### src/design/qwtg_pkg.sv
// ----------------------------------------------------------------------------
// qwtg_pkg
// shared constants, status codes and types of the quintic waypoint player
// ----------------------------------------------------------------------------
package qwtg_pkg;

    localparam int JOINTS  = 7;
    localparam int QDEPTH  = 128;
    localparam int QA_W    = $clog2(QDEPTH);
    localparam int CNT_W   = $clog2(QDEPTH + 1);
    localparam int TIME_W  = 48;
    localparam int FRAC    = 30;
    localparam int SM_W    = FRAC + 1;
    localparam int POS_W   = 32;
    localparam int DELTA_W = POS_W + 1;
    localparam int DUR_W   = 26;
    localparam int PER_W   = 16;
    localparam int STAT_W  = 3;
    localparam int DCNT_W  = $clog2(FRAC + 1);
    localparam int IN_W    = ((PER_W + JOINTS * POS_W + DUR_W + 7) / 8) * 8;
    localparam int OUT_W   = ((JOINTS * POS_W + 7) / 8) * 8;
    localparam int ROW_W   = DUR_W + JOINTS * POS_W;

    // polynomial coefficients of 10s^3 - 15s^4 + 6s^5
    localparam int C_CUBE  = 10;
    localparam int C_QUART = 15;
    localparam int C_QUINT = 6;

    localparam logic [STAT_W-1:0] ST_PASS   = 3'd0;
    localparam logic [STAT_W-1:0] ST_HOLD   = 3'd1;
    localparam logic [STAT_W-1:0] ST_START  = 3'd2;
    localparam logic [STAT_W-1:0] ST_INTERP = 3'd3;
    localparam logic [STAT_W-1:0] ST_ACCEPT = 3'd4;
    localparam logic [STAT_W-1:0] ST_DROP   = 3'd5;

    typedef logic signed [POS_W-1:0]   t_pos;
    typedef logic signed [DELTA_W-1:0] t_delta;

    typedef struct packed {
        logic [DUR_W-1:0]         dur;
        logic [JOINTS*POS_W-1:0]  tgt;
    } t_row;

    typedef struct packed {
        logic busy;
        logic done;
    } t_unit_stat;

endpackage

### src/design/qwtg_lane.sv
// ----------------------------------------------------------------------------
// qwtg_lane
// one joint: start + round(delta * smooth), product and sum each registered
// ----------------------------------------------------------------------------
module qwtg_lane
    import qwtg_pkg::*;
(
    input  logic            i_clk,
    input  t_delta          i_delta,
    input  t_pos            i_base,
    input  logic [SM_W-1:0] i_sm,
    output t_pos            o_pos
);

    localparam int PROD_W = DELTA_W + SM_W + 1;

    logic signed [PROD_W-1:0] w_prod;
    logic signed [PROD_W-1:0] r_prod;
    logic signed [PROD_W-1:0] w_off;
    t_pos                     r_pos;

    assign w_prod = i_delta * $signed({1'b0, i_sm});
    // arithmetic shift gives round half up for both signs
    assign w_off  = r_prod >>> FRAC;

    always_ff @(posedge i_clk) begin
        r_prod <= w_prod + (PROD_W'(1) <<< (FRAC - 1));
        r_pos  <= i_base + t_pos'(w_off[POS_W-1:0]);
    end

    assign o_pos = r_pos;

endmodule

### config.mk
export PLATFORM = sky130hd
export DESIGN_NAME = qwtg_lane
export DESIGN_NICKNAME = d
export VERILOG_FILES = /design/src/design/qwtg_pkg.sv /design/src/design/qwtg_lane.sv
export SDC_FILE = /design/constraint.sdc
export NUM_CORES = 2
export LEC_CHECK = 0
export BUFFER_PORTS_ARGS = -buffer_cell sky130_fd_sc_hd__buf_2
export CORE_ASPECT_RATIO = 0.9
export CORE_MARGIN = 2
export CORE_UTILIZATION = 45
export CTS_BUF_LIST = sky130_fd_sc_hd__clkbuf_16
export DETAILED_ROUTE_END_ITERATION = 8
export PLACE_DENSITY = 0.71
export SYNTH_ARGS = -nofsm -noshare
export SYNTH_HDL_FRONTEND = slang
export SYNTH_SLANG_ARGS = --single-unit
### constraint.sdc
create_clock -name i_clk -period 25.9 [get_ports i_clk]
set_input_delay 5.18 -clock i_clk [delete_from_list [all_inputs] [get_ports i_clk]]
set_output_delay 5.18 -clock i_clk [all_outputs]
set_load 0.005 [all_outputs]
-- After elaboration in Yosys (flattened, before gate mapping)
Index checks and enable logic that the tools add are counted.
- bits in read-only memories: 0
- memories: 0
- bits in registers: 94
- RAM bits: 0
- latch bits: 0
- input bits: 97
- output and inout bits: 32
- magnitude comparators: 0
- $add $sub $neg: 2
- $mul: 1
- shifts and indexed selects: 0
- bitwise gates (word level): 0
- reductions and logical operators: 0
- multiplexer cells: 0
- div/mod/pow operators: 0
- equality and inequality tests: 0
- operator list (operator ; count):
    adder 62 x 31 -> 62 bit (second input constant) ; 1
    multiplier 33 x 32 -> 62 bit ; 1
    adder 32 bit ; 1

-- Logic depth before layout (Yosys ltp)
- depth in word-level cells: 2
- gate-level depth with buffers: 28

-- Worst setup path after synthesis
OpenSTA, ideal clock, no wires.
- kind: input-to-reg
- start point: in i_delta[32]
- end point: reg r_prod[61]
- arrival time: 12.394 ns
- setup slack: 13.379 ns
- stages: 25
- path buffers: 3
- required time: 25.772 ns
- cell sequence: clkbuf_1 > clkbuf_1 > nand2_1 > fa_1 > inv_1 > fa_1 > inv_1 > fa_1 > inv_1 > fa_1 > fa_1 > fa_1 > fa_1 > fa_1 > ha_1 > clkbuf_1 > a21o_1 > a21o_1 > a21oi_1 > o21ai_0 > a21o_1 > a21o_1 > a41o_1 > nor4_1 > nor3_2
- cells in the longest elaborated chain, start to end: 2
- ends and longest elaborated chain (element ; line ; source):
    from (decl) ; qwtg_lane.sv:9 ; input t_delta i_delta,
    multiplier 33 x 32 -> 62 bit ; qwtg_lane.sv:22 ; assign w_prod = i_delta * $signed({1'b0, i_sm});
    adder 62 x 31 -> 62 bit ; qwtg_lane.sv:27 ; r_prod <= w_prod + (PROD_W'(1) <<< (FRAC - 1));
    to (signal assigned) ; qwtg_lane.sv:27 ;
    to (decl) ; qwtg_lane.sv:18 ; logic signed [PROD_W-1:0] r_prod;
No other way between the ends.

-- Worst setup path in the final report
- start point: in i_delta[18]
- end point: reg r_prod[56]
The elaborated chain is that of the path after synthesis.

==> impl_metrics.sql <==
INSERT INTO impl_metrics (metric_group, metric, value, unit) VALUES
('status', 'outcome', 'finished clean', ''),
('clock_network', 'clock_latency', '0.35', 'ns'),
('clock_network', 'post-cts-setup-buffers', '0', ''),
('finish', 'post_route_cell_area', '40200', 'um^2'),
('synthesis', 'postSynthCellCount', '3997', ''),
('placement', 'buffer_ports.inserted', '128', ''),
('job', 'drv.max_cap_violation_count', '0', ''),
('setup_path', 'worst_setup_path_start_kind', 'input pin', ''),
('synthesis', 'ys_top_cells_by_area', 'fa_1 (55%), and2_1 (12%), inv_1 (9.3%), ha_1 (7.8%), dfxtp_1 (3.3%)', ''),
('synthesis', 'mappedNetlistNets', '5382', ''),
('clock_network', 'number_of_buffers_on_the_longest_clock_path', '2', ''),
('setup_path', 'cp.depth', '23', ''),
('finish', 'layout-drive-gt1-share', '4.73', '%'),
('timing', 'worst_slew_pin_slew', '0.955', 'ns'),
('synthesis', 'number_of_enable_flip_flop_cells_after_synthesis', '0', ''),
('timing', 'final_min_period_over_clock_period', '51.1', '%'),
('clock_network', 'cts-resized-gates', '0', ''),
('synthesis', 'synth.yosys.seq_area_share', '3.35', '%'),
('drt', 'routedWlPerCell', '20.2', 'um'),
('clock_network', 'clk_pin_slew_worst_paths', '0.06', 'ns'),
('synthesis', 'synthesis.yosys.warnings', '0', ''),
('setup_path', 'path_cells', 'buf_2 -> and2_1 -> fa_1 -> fa_1 -> inv_1 -> fa_1 -> fa_1 -> inv_1 -> fa_1 -> fa_1 -> fa_1 -> fa_1 -> ha_1 -> a21oi_1 -> o31ai_1 -> a31oi_1 -> o211ai_1 -> a21boi_0 -> buf_4 -> o21ai_0 -> a21oi_1 -> o21ai_0 -> xor2_1', ''),
('setup_path', 'worst_path_most_repeated_cell', 'fa_1', ''),
('synthesis', 'synth.ff_latch_count', '64', ''),
('setup_path', 'max_stage_delay', '0.65', 'ns'),
('worst_hold_path', 'hold_path.class', 'flop to flop', ''),
('grt', 'global_route_overflow', '0', ''),
('drt', 'drt-pass1-iter-count', '7', ''),
('drt', 'route.antenna.remaining_nets', '0', ''),
('finish', 'design.final.nets', '5357', ''),
('timing', 'slew_violations', '0', ''),
('setup_path', 'critPathRequiredTime', '26.13', 'ns'),
('timing', 'relSlewSlack', '36.4', '%'),
('setup_path', 'worst-r2r-setup-slack', '22.80', 'ns'),
('drt', 'drt-vias-per-instance', '5.23', ''),
('setup_path', 'crit_type', 'input pin to flop', ''),
('setup_path', 'r2r_cells', '10', ''),
('placement', 'postPlaceCellArea', '39800', 'um^2'),
('setup_path', 'critical-path-slowest-cell', 'buf_2', ''),
('drt', 'postRouteWirelength', '103000', 'um'),
('placement', 'detailed_placer_s_ending_hpwl', '82100', 'um'),
('synthesis', 'synth_cell_types', '58', ''),
('floorplanning', 'rows', '101', ''),
('grt', 'grt_max_degree', '34', ''),
('timing', 'final.setup_skew', '0.0105', 'ns'),
('setup_path', 'critPathCaptureType', 'flop', ''),
('synthesis', 'yosys.cell_count.top_type', 'fa_1', ''),
('timing', 'max_clock_freq', '0.0755', 'GHz'),
('floorplanning', 'design.die.area', '87400', 'um^2'),
('drt', 'detailedRoute.firstIterationViolations', '1982', ''),
('timing', 'number_of_failing_hold_endpoints_at_the_final_stage', '0', ''),
('clock_network', 'numCtsBuffers', '9', ''),
('setup_path', 'timing.critical_path.from', 'i_delta[18]', ''),
('timing', 'period_minus_slack', '13.24', 'ns'),
('floorplanning', 'initial_utilization', '45.4', '%'),
('timing', 'setup_violations', '0', ''),
('setup_path', 'critical_path.endpoint', 'r_prod[56]', ''),
('clock_network', 'postCtsHoldBufs', '0', ''),
('clock_network', 'cts_root_buf', 'clkbuf_16', ''),
('grt', 'antenna_found_initial', '8', ''),
('grt', 'all_layer_global_routing_usage', '25.0', '%'),
('synthesis', 'syn-mean-instance-area', '9.58', 'um^2'),
('synthesis', 'syn_area', '38300', 'um^2'),
('grt', 'vias_in_the_first_global_route', '29400', ''),
('clock_network', 'tritoncts', 'built', ''),
('timing', 'fin_ws', '12.66', 'ns'),
('timing', 'fin_setup_tns', '0', 'ns'),
('floorplanning', 'chipWidth', '311', 'um'),
('grt', 'grt_first_pass_wirelength', '168000', 'um'),
('floorplanning', 'top_level_ports', '129', ''),
('setup_path', 'cp_top_family', 'adder cells', '');
[sequential cells by signal, indices dropped and copies added (netlist names)]
register  count
r_prod       32
o_pos        32
[through the flow]
| step | util [%] | hold slack [ns] | cells |
|---|---|---|---|
| 2_1_floorplan | - | 0.420 | 3997 |
| 3_3_place_gp | 47.3 | 0.429 | 5094 |
| 3_5_place_dp | 47.3 | 0.432 | 5094 |
| 4_1_cts | 47.7 | 0.459 | 5110 |
| 5_1_grt | 47.7 | 0.489 | 5112 |
| 6_report | 47.7 | 0.454 | 5115 |
[how the worst min path moves through the flow]
stage | from | to | slack [ns] | cells after the start
after floorplan | r_prod[30] | o_pos[0] | 0.42 | 1
after global placement | r_prod[30] | o_pos[0] | 0.43 | 1
after detailed placement | r_prod[30] | o_pos[0] | 0.43 | 1
after CTS | r_prod[30] | o_pos[0] | 0.46 | 1
after global routing | r_prod[30] | o_pos[0] | 0.49 | 1
final | r_prod[30] | o_pos[0] | 0.45 | 1
[kinds of logic after synthesis]
logic type,synth area share (%)
DFF,3.35
and+or+nand+nor,17.0
AOI/OAI and AO/OA,3.86
buffers and inverters,11.3
xor gates and xnor gates,1.90
adders and majority gates,62.7
[final cells by class]
class / count / area (um^2) / share of cell area (%)
multi-input cells: 2785 / 32700 / 81.4
inverters: 953 / 3580 / 8.90
well taps: 1133 / 1420 / 3.53
flip-flops and latches: 64 / 1280 / 3.19
repair buffers: 159 / 873 / 2.17
clock buffers: 9 / 225 / 0.561
clock inverters: 7 / 95.1 / 0.237
diodes: 5 / 12.5 / 0.0311
[routing by layer]
metal	share of wire, %	wire length [um]	up-vias	track usage [%]
met5	0.033	34	-	0
met4	2.4	2500	6	5.90
met3	9.1	9350	149	4.04
met2	44	45700	1134	38.8
met1	44	45600	14000	36.7
li1	-	-	11500	-
[cells in the final DEF (no fill, tap or decap), drive strengths merged, types with 8 or more instances in the layout]
cell / instances
nor3: 8
o21a: 13
nand4: 15
a21o: 32
dfxtp: 64
a21oi: 78
nand3: 8
o21ai: 49
and2: 749
xor2: 28
xnor2: 55
o21bai: 8
nand2: 335
buf: 159
clkbuf: 9
nor2b: 10
fa: 1050
ha: 238
inv: 954
nor2: 32
Power is not shown: default switching activity piles up to over one toggle a cycle in this logic, so the estimate is an artifact.
