**src/design/qwtg_pkg.sv**
```systemverilog
// ----------------------------------------------------------------------------
// qwtg_pkg
// shared constants, status codes and types of the quintic waypoint player
// ----------------------------------------------------------------------------
package qwtg_pkg;

    localparam int JOINTS  = 7;
    localparam int QDEPTH  = 128;
    localparam int QA_W    = $clog2(QDEPTH);
    localparam int CNT_W   = $clog2(QDEPTH + 1);
    localparam int TIME_W  = 48;
    localparam int FRAC    = 30;
    localparam int SM_W    = FRAC + 1;
    localparam int POS_W   = 32;
    localparam int DELTA_W = POS_W + 1;
    localparam int DUR_W   = 26;
    localparam int PER_W   = 16;
    localparam int STAT_W  = 3;
    localparam int DCNT_W  = $clog2(FRAC + 1);
    localparam int IN_W    = ((PER_W + JOINTS * POS_W + DUR_W + 7) / 8) * 8;
    localparam int OUT_W   = ((JOINTS * POS_W + 7) / 8) * 8;
    localparam int ROW_W   = DUR_W + JOINTS * POS_W;

    // polynomial coefficients of 10s^3 - 15s^4 + 6s^5
    localparam int C_CUBE  = 10;
    localparam int C_QUART = 15;
    localparam int C_QUINT = 6;

    localparam logic [STAT_W-1:0] ST_PASS   = 3'd0;
    localparam logic [STAT_W-1:0] ST_HOLD   = 3'd1;
    localparam logic [STAT_W-1:0] ST_START  = 3'd2;
    localparam logic [STAT_W-1:0] ST_INTERP = 3'd3;
    localparam logic [STAT_W-1:0] ST_ACCEPT = 3'd4;
    localparam logic [STAT_W-1:0] ST_DROP   = 3'd5;

    typedef logic signed [POS_W-1:0]   t_pos;
    typedef logic signed [DELTA_W-1:0] t_delta;

    typedef struct packed {
        logic [DUR_W-1:0]         dur;
        logic [JOINTS*POS_W-1:0]  tgt;
    } t_row;

    typedef struct packed {
        logic busy;
        logic done;
    } t_unit_stat;

endpackage

```
**src/design/qwtg_phase_div.sv**
```systemverilog
// ----------------------------------------------------------------------------
// qwtg_phase_div
// restoring divider, one quotient bit per cycle, q0.30 phase num/den
// ----------------------------------------------------------------------------
module qwtg_phase_div
    import qwtg_pkg::*;
(
    input  logic              i_clk,
    input  logic              i_rst_n,
    input  logic              i_start,
    input  logic [TIME_W-1:0] i_num,
    input  logic [TIME_W-1:0] i_den,
    output t_unit_stat        o_stat,
    output logic [FRAC-1:0]   o_quot
);

    logic [TIME_W-1:0] r_rem;
    logic [TIME_W-1:0] r_den;
    logic [FRAC-1:0]   r_quot;
    logic [DCNT_W-1:0] r_cnt;
    logic              r_busy;
    logic              r_done;
    logic [TIME_W:0]   w_two;
    logic              w_ge;

    assign w_two = {r_rem, 1'b0};
    assign w_ge  = w_two >= {1'b0, r_den};

    always_ff @(posedge i_clk) begin
        if (!i_rst_n) begin
            r_busy <= 1'b0;
            r_done <= 1'b0;
            r_cnt  <= '0;
        end else begin
            r_done <= 1'b0;
            if (i_start) begin
                r_rem  <= i_num;
                r_den  <= i_den;
                r_quot <= '0;
                r_cnt  <= '0;
                r_busy <= 1'b1;
            end else if (r_busy) begin
                // remainder stays below den, so it fits back in TIME_W bits
                r_rem  <= w_ge ? TIME_W'(w_two - {1'b0, r_den}) : w_two[TIME_W-1:0];
                r_quot <= {r_quot[FRAC-2:0], w_ge};
                r_cnt  <= r_cnt + 1'b1;
                if (r_cnt == DCNT_W'(FRAC - 1)) begin
                    r_busy <= 1'b0;
                    r_done <= 1'b1;
                end
            end
        end
    end

    assign o_stat.busy = r_busy;
    assign o_stat.done = r_done;
    assign o_quot      = r_quot;

endmodule

```
**config.mk**
```make
export PLATFORM = sky130hd
export DESIGN_NAME = qwtg_phase_div
export DESIGN_NICKNAME = d
export VERILOG_FILES = /design/src/design/qwtg_pkg.sv /design/src/design/qwtg_phase_div.sv
export SDC_FILE = /design/constraint.sdc
export NUM_CORES = 1
export LEC_CHECK = 0
export BUFFER_PORTS_ARGS = -buffer_cell sky130_fd_sc_hd__buf_2
export CORE_MARGIN = 2
export CORE_UTILIZATION = 37
export DETAILED_ROUTE_END_ITERATION = 8
export GPL_TIMING_DRIVEN = 0
export MAX_ROUTING_LAYER = met4
export RECOVER_POWER = 50
export SYNTH_ARGS = -nofsm -noshare
export SYNTH_HDL_FRONTEND = slang
export SYNTH_SLANG_ARGS = --single-unit
```
**constraint.sdc**
```tcl
create_clock -name i_clk -period 4.1 [get_ports i_clk]
set_input_delay 0.82 -clock i_clk [delete_from_list [all_inputs] [get_ports i_clk]]
set_output_delay 0.82 -clock i_clk [all_outputs]
set_load 0.005 [all_outputs]
```
== Word-level counts from Yosys, hierarchy flattened ==
Index checks and enable logic that the tools add are counted.

* Eq/ne operators: 1
* $lt $le $gt $ge: 1
* Reduce and logical (&&, ||, !) cells: 5
* Muxes and demuxes: 8
* Bitwise logic cells: 2
* $add $sub $neg: 2

{| class="wikitable"
|+ Operators with widths
! cell !! count
|-
| $mux W48 || 3
|-
| $ge A49 B48 Y1 || 1
|-
| $sub A48 B48 Y48 || 1
|-
| $mux W30 || 1
|-
| $add A5 B1 Y5 const B || 1
|-
| $eq A5 B5 Y1 const B || 1
|-
| $mux W1 || 4
|-
| $reduce_and A2 Y1 || 2
|-
| $reduce_or A3 Y1 || 1
|-
| $not A1 Y1 || 2
|-
| $reduce_bool A2 Y1 || 1
|-
| $reduce_or A2 Y1 || 1
|}

* Register bits: 133
* Output and inout bits: 32

== Logic depth before layout (Yosys ltp) ==
* Depth in word-level cells: 4
* Mapped depth: 15
* Gate-level depth less buffers: 11

== Least setup slack after synthesis ==
No wires, ideal clock.

* Kind: input port to flip-flop
* Start point: input port i_start
* End point: register r_quot[0] (netlist: o_quot[0]) (enable)
* Path buffers: 2
* Setup time: 443 ps
* Arrival time: 3162 ps
* Stages on the path: 3
* Setup slack: 496 ps
* Path through: clkbuf_1 > clkbuf_1 > o21a_1

* Word-level cells in the longest chain between the ends: 2

{| class="wikitable"
|+ Ends and longest elaborated chain
! what !! line !! text
|-
| start: declaration || qwtg_phase_div.sv:10 || <nowiki>input logic i_start,</nowiki>
|-
| $reduce_bool A2 Y1 (no line) || -- ||
|-
| $reduce_and A2 Y1 (no line) || -- ||
|-
| end signal: assignment || qwtg_phase_div.sv:45 || <nowiki>r_quot <= {r_quot[FRAC-2:0], w_ge};</nowiki>
|-
| end: declaration || qwtg_phase_div.sv:19 || <nowiki>logic [FRAC-1:0] r_quot;</nowiki>
|}

No other way between the ends.
A chain may end at the register's enable or synchronous reset.

== Worst setup path after layout ==
* Start point: register r_rem[22]
* End point: register r_rem[40], data pin

* Word-level cells in the longest chain between the ends: 4
* Elaborated cells on any way between the ends: 5

{| class="wikitable"
|+ Ends and longest elaborated chain
! what !! line !! text
|-
| start: declaration || qwtg_phase_div.sv:17 || <nowiki>logic [TIME_W-1:0] r_rem;</nowiki>
|-
| start signal: assignment || qwtg_phase_div.sv:37 || <nowiki>r_rem <= i_num;</nowiki>
|-
| start signal: assignment || qwtg_phase_div.sv:44 || <nowiki>r_rem <= w_ge ? TIME_W'(w_two - {1'b0, r_den}) : w_two[TIME_W-1:0];</nowiki>
|-
| $sub A48 B48 Y48 or $ge A49 B48 Y1 (tied branches) || qwtg_phase_div.sv:44, qwtg_phase_div.sv:27 ||
|-
| $mux W48 (*) || qwtg_phase_div.sv:44 ||
|-
| $mux W48 (*) || qwtg_phase_div.sv:42 || <nowiki>end else if (r_busy) begin</nowiki>
|-
| $mux W48 (*) || qwtg_phase_div.sv:36 || <nowiki>if (i_start) begin</nowiki>
|}

Mark *: on every way between the ends. The rest lies on a longest branch, timed or not. The select of a mux whose other input is x is not followed.

==> impl_metrics.ini <==
[status]
status = finished, violations left
violations = capacitance limit, slew limit

[logic_synthesis]
synth_top_family_by_area = compound AO/OA/AOI/OAI gates
synth.area.top_cells = edfxtp_1, ha_1, a21oi_1, mux2_4, nor2b_1
ys_types = 71
ys_ff_latch = 133
synthCells = 820
synth_xor_area_share_pct = 3.95
yosysWarnings = 0
synth_area_leader_cell = edfxtp_1
synth_edf_count = 126
synth_area_um2 = 8650
syn_area_per_cell_um2 = 10.5
synth-simple-area-share_pct = 13.8
synth_adder_area_share_pct = 7.46
ys_seq_area_share_pct = 45.4
yosysTopAreaCellShare_pct = 43.7
synthArstFlopShare_pct = 0
synth_compound_area_share_pct = 17.3
synth_mux_area_share_pct = 6.74
syn_nets = 970
synthFlopType = edfxtp_1

[sta]
rsz0062_at_grt = no
slew_viol_final = 36
slew_headroom_pct = -21.1
clock.fmax_mhz = 265
fin_worst_skew_ns = 0.0107
period_share_pct = 91.9
setup-violations-final = 0
timing.final.ws_setup_ns = 0.331
timing_hold_violations_final = 0
worst_pin_slew_ns = 1.82
hold_ws_ns = 0.513
min_period_ns = 3.77

[cts]
htree_levels = 4
clk_latency_ns = 0.43
ctsLongestPathBuffers = 2
postCtsSetupBuffers = 0
clockRootBuffer = clkbuf_16
cts_num_sinks = 133
cts_tree = built
clkTransAtPathRegs_ns = 0.06
cts_inserted_buffers = 17

[setup_path]
crit_top_cell = nand2_1
slowest_stage = nor2_1
cp_top_family = simple AND/OR/NAND/NOR gates
end_kind = flip-flop
startpoint_type = flip-flop
cp_cell_sequence = ha_1 > clkbuf_1 > nand2_1 > or2_1 > nor3_1 > a41oi_1 > nand3b_1 > or3_4 > nand2_1 > nor2_1 > a221oi_1
cp.required_ns = 4.21
critPathArrivalTime_ns = 3.88
critical_path_class = flip-flop to flip-flop
max_stage_delay_ns = 0.90
worst-path-max-fanout = 10
cp_num_buf_inv = 1

[finish]
fin_area_um2 = 10300
fin_nets = 1119
final_layout_size_suffix_gt1_share_pct = 20.9
fin_util_pct = 45.2
antenna_cells = 0
final-instance-count-excl-fill = 1295
synthToLayoutAreaGrowth_pct = 19.0

[floorplanning]
die_area_um2 = 24600
start_util_pct = 38.0
ios = 131
num_rows = 55
core_um2 = 22800
die_height_um = 157
die_x_um = 157

[routing]
drtPass1Iterations = 5
ant_nets = 0
wl_per_cell_um = 17.8
vias = 6717
drc = 0
via_per_inst = 5.19
drt_wl_total_um = 23100
drt_iter0_drc = 428

[placed_design]
gp_congestion = 0.882
placed_cell_area_um2 = 9740
hpwl_um = 17300
post-place-cells = 1264
io_buffers = 129
place_ws_ns = 0.0265

[run]
drv_cap = 1

[pwr]
power_leakage_nw = 4.29
powerDensity_nw_per_um2 = 447
peakVddDrop_mv = 0.209

[grt]
track_usage_pct = 19.6
antenna_found_initial = 0
grt_max_degree = 45
grt_pass1_wl_um = 35700
grt.overflow.total = 0
first_global_vias = 6527

[min_path]
hold_path_class = flip-flop to flip-flop
## final cells by class
cell class | count | area [um2]
multi-input combinational | 580 | 4270
inverter | 64 | 240
clock buffer | 18 | 429
buffer | 42 | 224
fill | 2214 | 12500
tap | 313 | 392
timing repair buffer | 131 | 664
clock inverter | 14 | 150
sequential | 133 | 3920
## metrics by stage
stage                     setup TNS (ns)  power [mW]
after floorplan                        0        2.72
after global placement           -101.81        3.07
after detailed placement               0        3.08
after CTS                              0        4.63
after global routing                   0        4.84
final                                  0        4.60
## path summary, 6_finish.rpt
kind,end,cells past startpoint,from,slack [ns]
max,r_rem[40],11,r_rem[22],0.33
min,r_cnt[4],2,r_cnt[4],0.51
max reg2reg,r_rem[40],11,r_rem[22],0.33
min reg2reg,r_cnt[4],2,r_cnt[4],0.51
## worst min-delay path, cell delays in order (launching register included)
cell and delay, ns:
dfxtp_1 0.34, xor2_1 0.07, nor2_1 0.07
## synthesized netlist by cell type (all sizes together), types with 16 or more instances
cell / count
edfxtp: 126
a21oi: 69
inv: 64
ha: 50
nand2: 49
nor2b: 44
mux2: 41
nor2: 34
a21o: 33
o21ai: 30
clkbuf: 27
xor2: 22
xnor2: 17
buf: 16
## sequential cells by signal (all words and copies together), names as in the netlist
signal	flops
r_rem	48
r_cnt	5
r_den	48
o_quot	30
r_done	1
r_busy	1
## routing by layer
| layer | track usage (%) | part of all wire (%) |
|---|---|---|
| met5 | - | 0 |
| met3 | 2.84 | 4.8 |
| met1 | 28.2 | 50 |
| met2 | 28.8 | 44 |
| met4 | 5.42 | 1.2 |
## cell families after synthesis
logic type,Yosys count
AOI/OAI and AO/OA,222
DFF,133
muxes,46
adders and majority gates,51
and+or+nand+nor,222
xor gates and xnor gates,39
buffers and inverters,107
## cell usage in the layout, fill, tap and decap left out, drive strengths merged, types with 3 or more instances in the layout
master,synthesis,routed
o21ai,30,30
or2,3,3
clkinvlp,0,3
nand3,15,15
or3,5,5
xor2,22,22
nand2,49,49
clkinv,0,4
a31oi,8,8
mux2i,5,5
o31ai,13,13
o21a,10,10
nor3b,10,10
o21bai,10,10
nand2b,9,9
buf,16,124
ha,50,50
inv,64,69
nor2,34,34
a211oi,9,9
nor4,6,6
mux2,41,41
nor3,14,14
nand4,14,14
a221o,8,8
a21oi,69,69
a21o,33,33
clkbuf,27,67
o2111ai,3,3
and2,5,5
xnor2,17,17
nor2b,44,44
a2111oi,5,5
a221oi,3,3
and4,3,3
edfxtp,126,126
dfxtp,7,7
a21boi,4,4
## where the power goes
part           leakage (nW)  switching (mW)  internal (mW)
clock                 0.278           0.636          0.901
sequential             1.26          0.0506           1.64
combinational          2.75           0.762          0.615
total                  4.29            1.45           3.15
## repair_timing
item	in CTS	in global routing
resized for setup	0	2
hold buffers	0	0
setup endpoints to repair	0	11
Note: power is estimated with default switching activity, not from simulation.
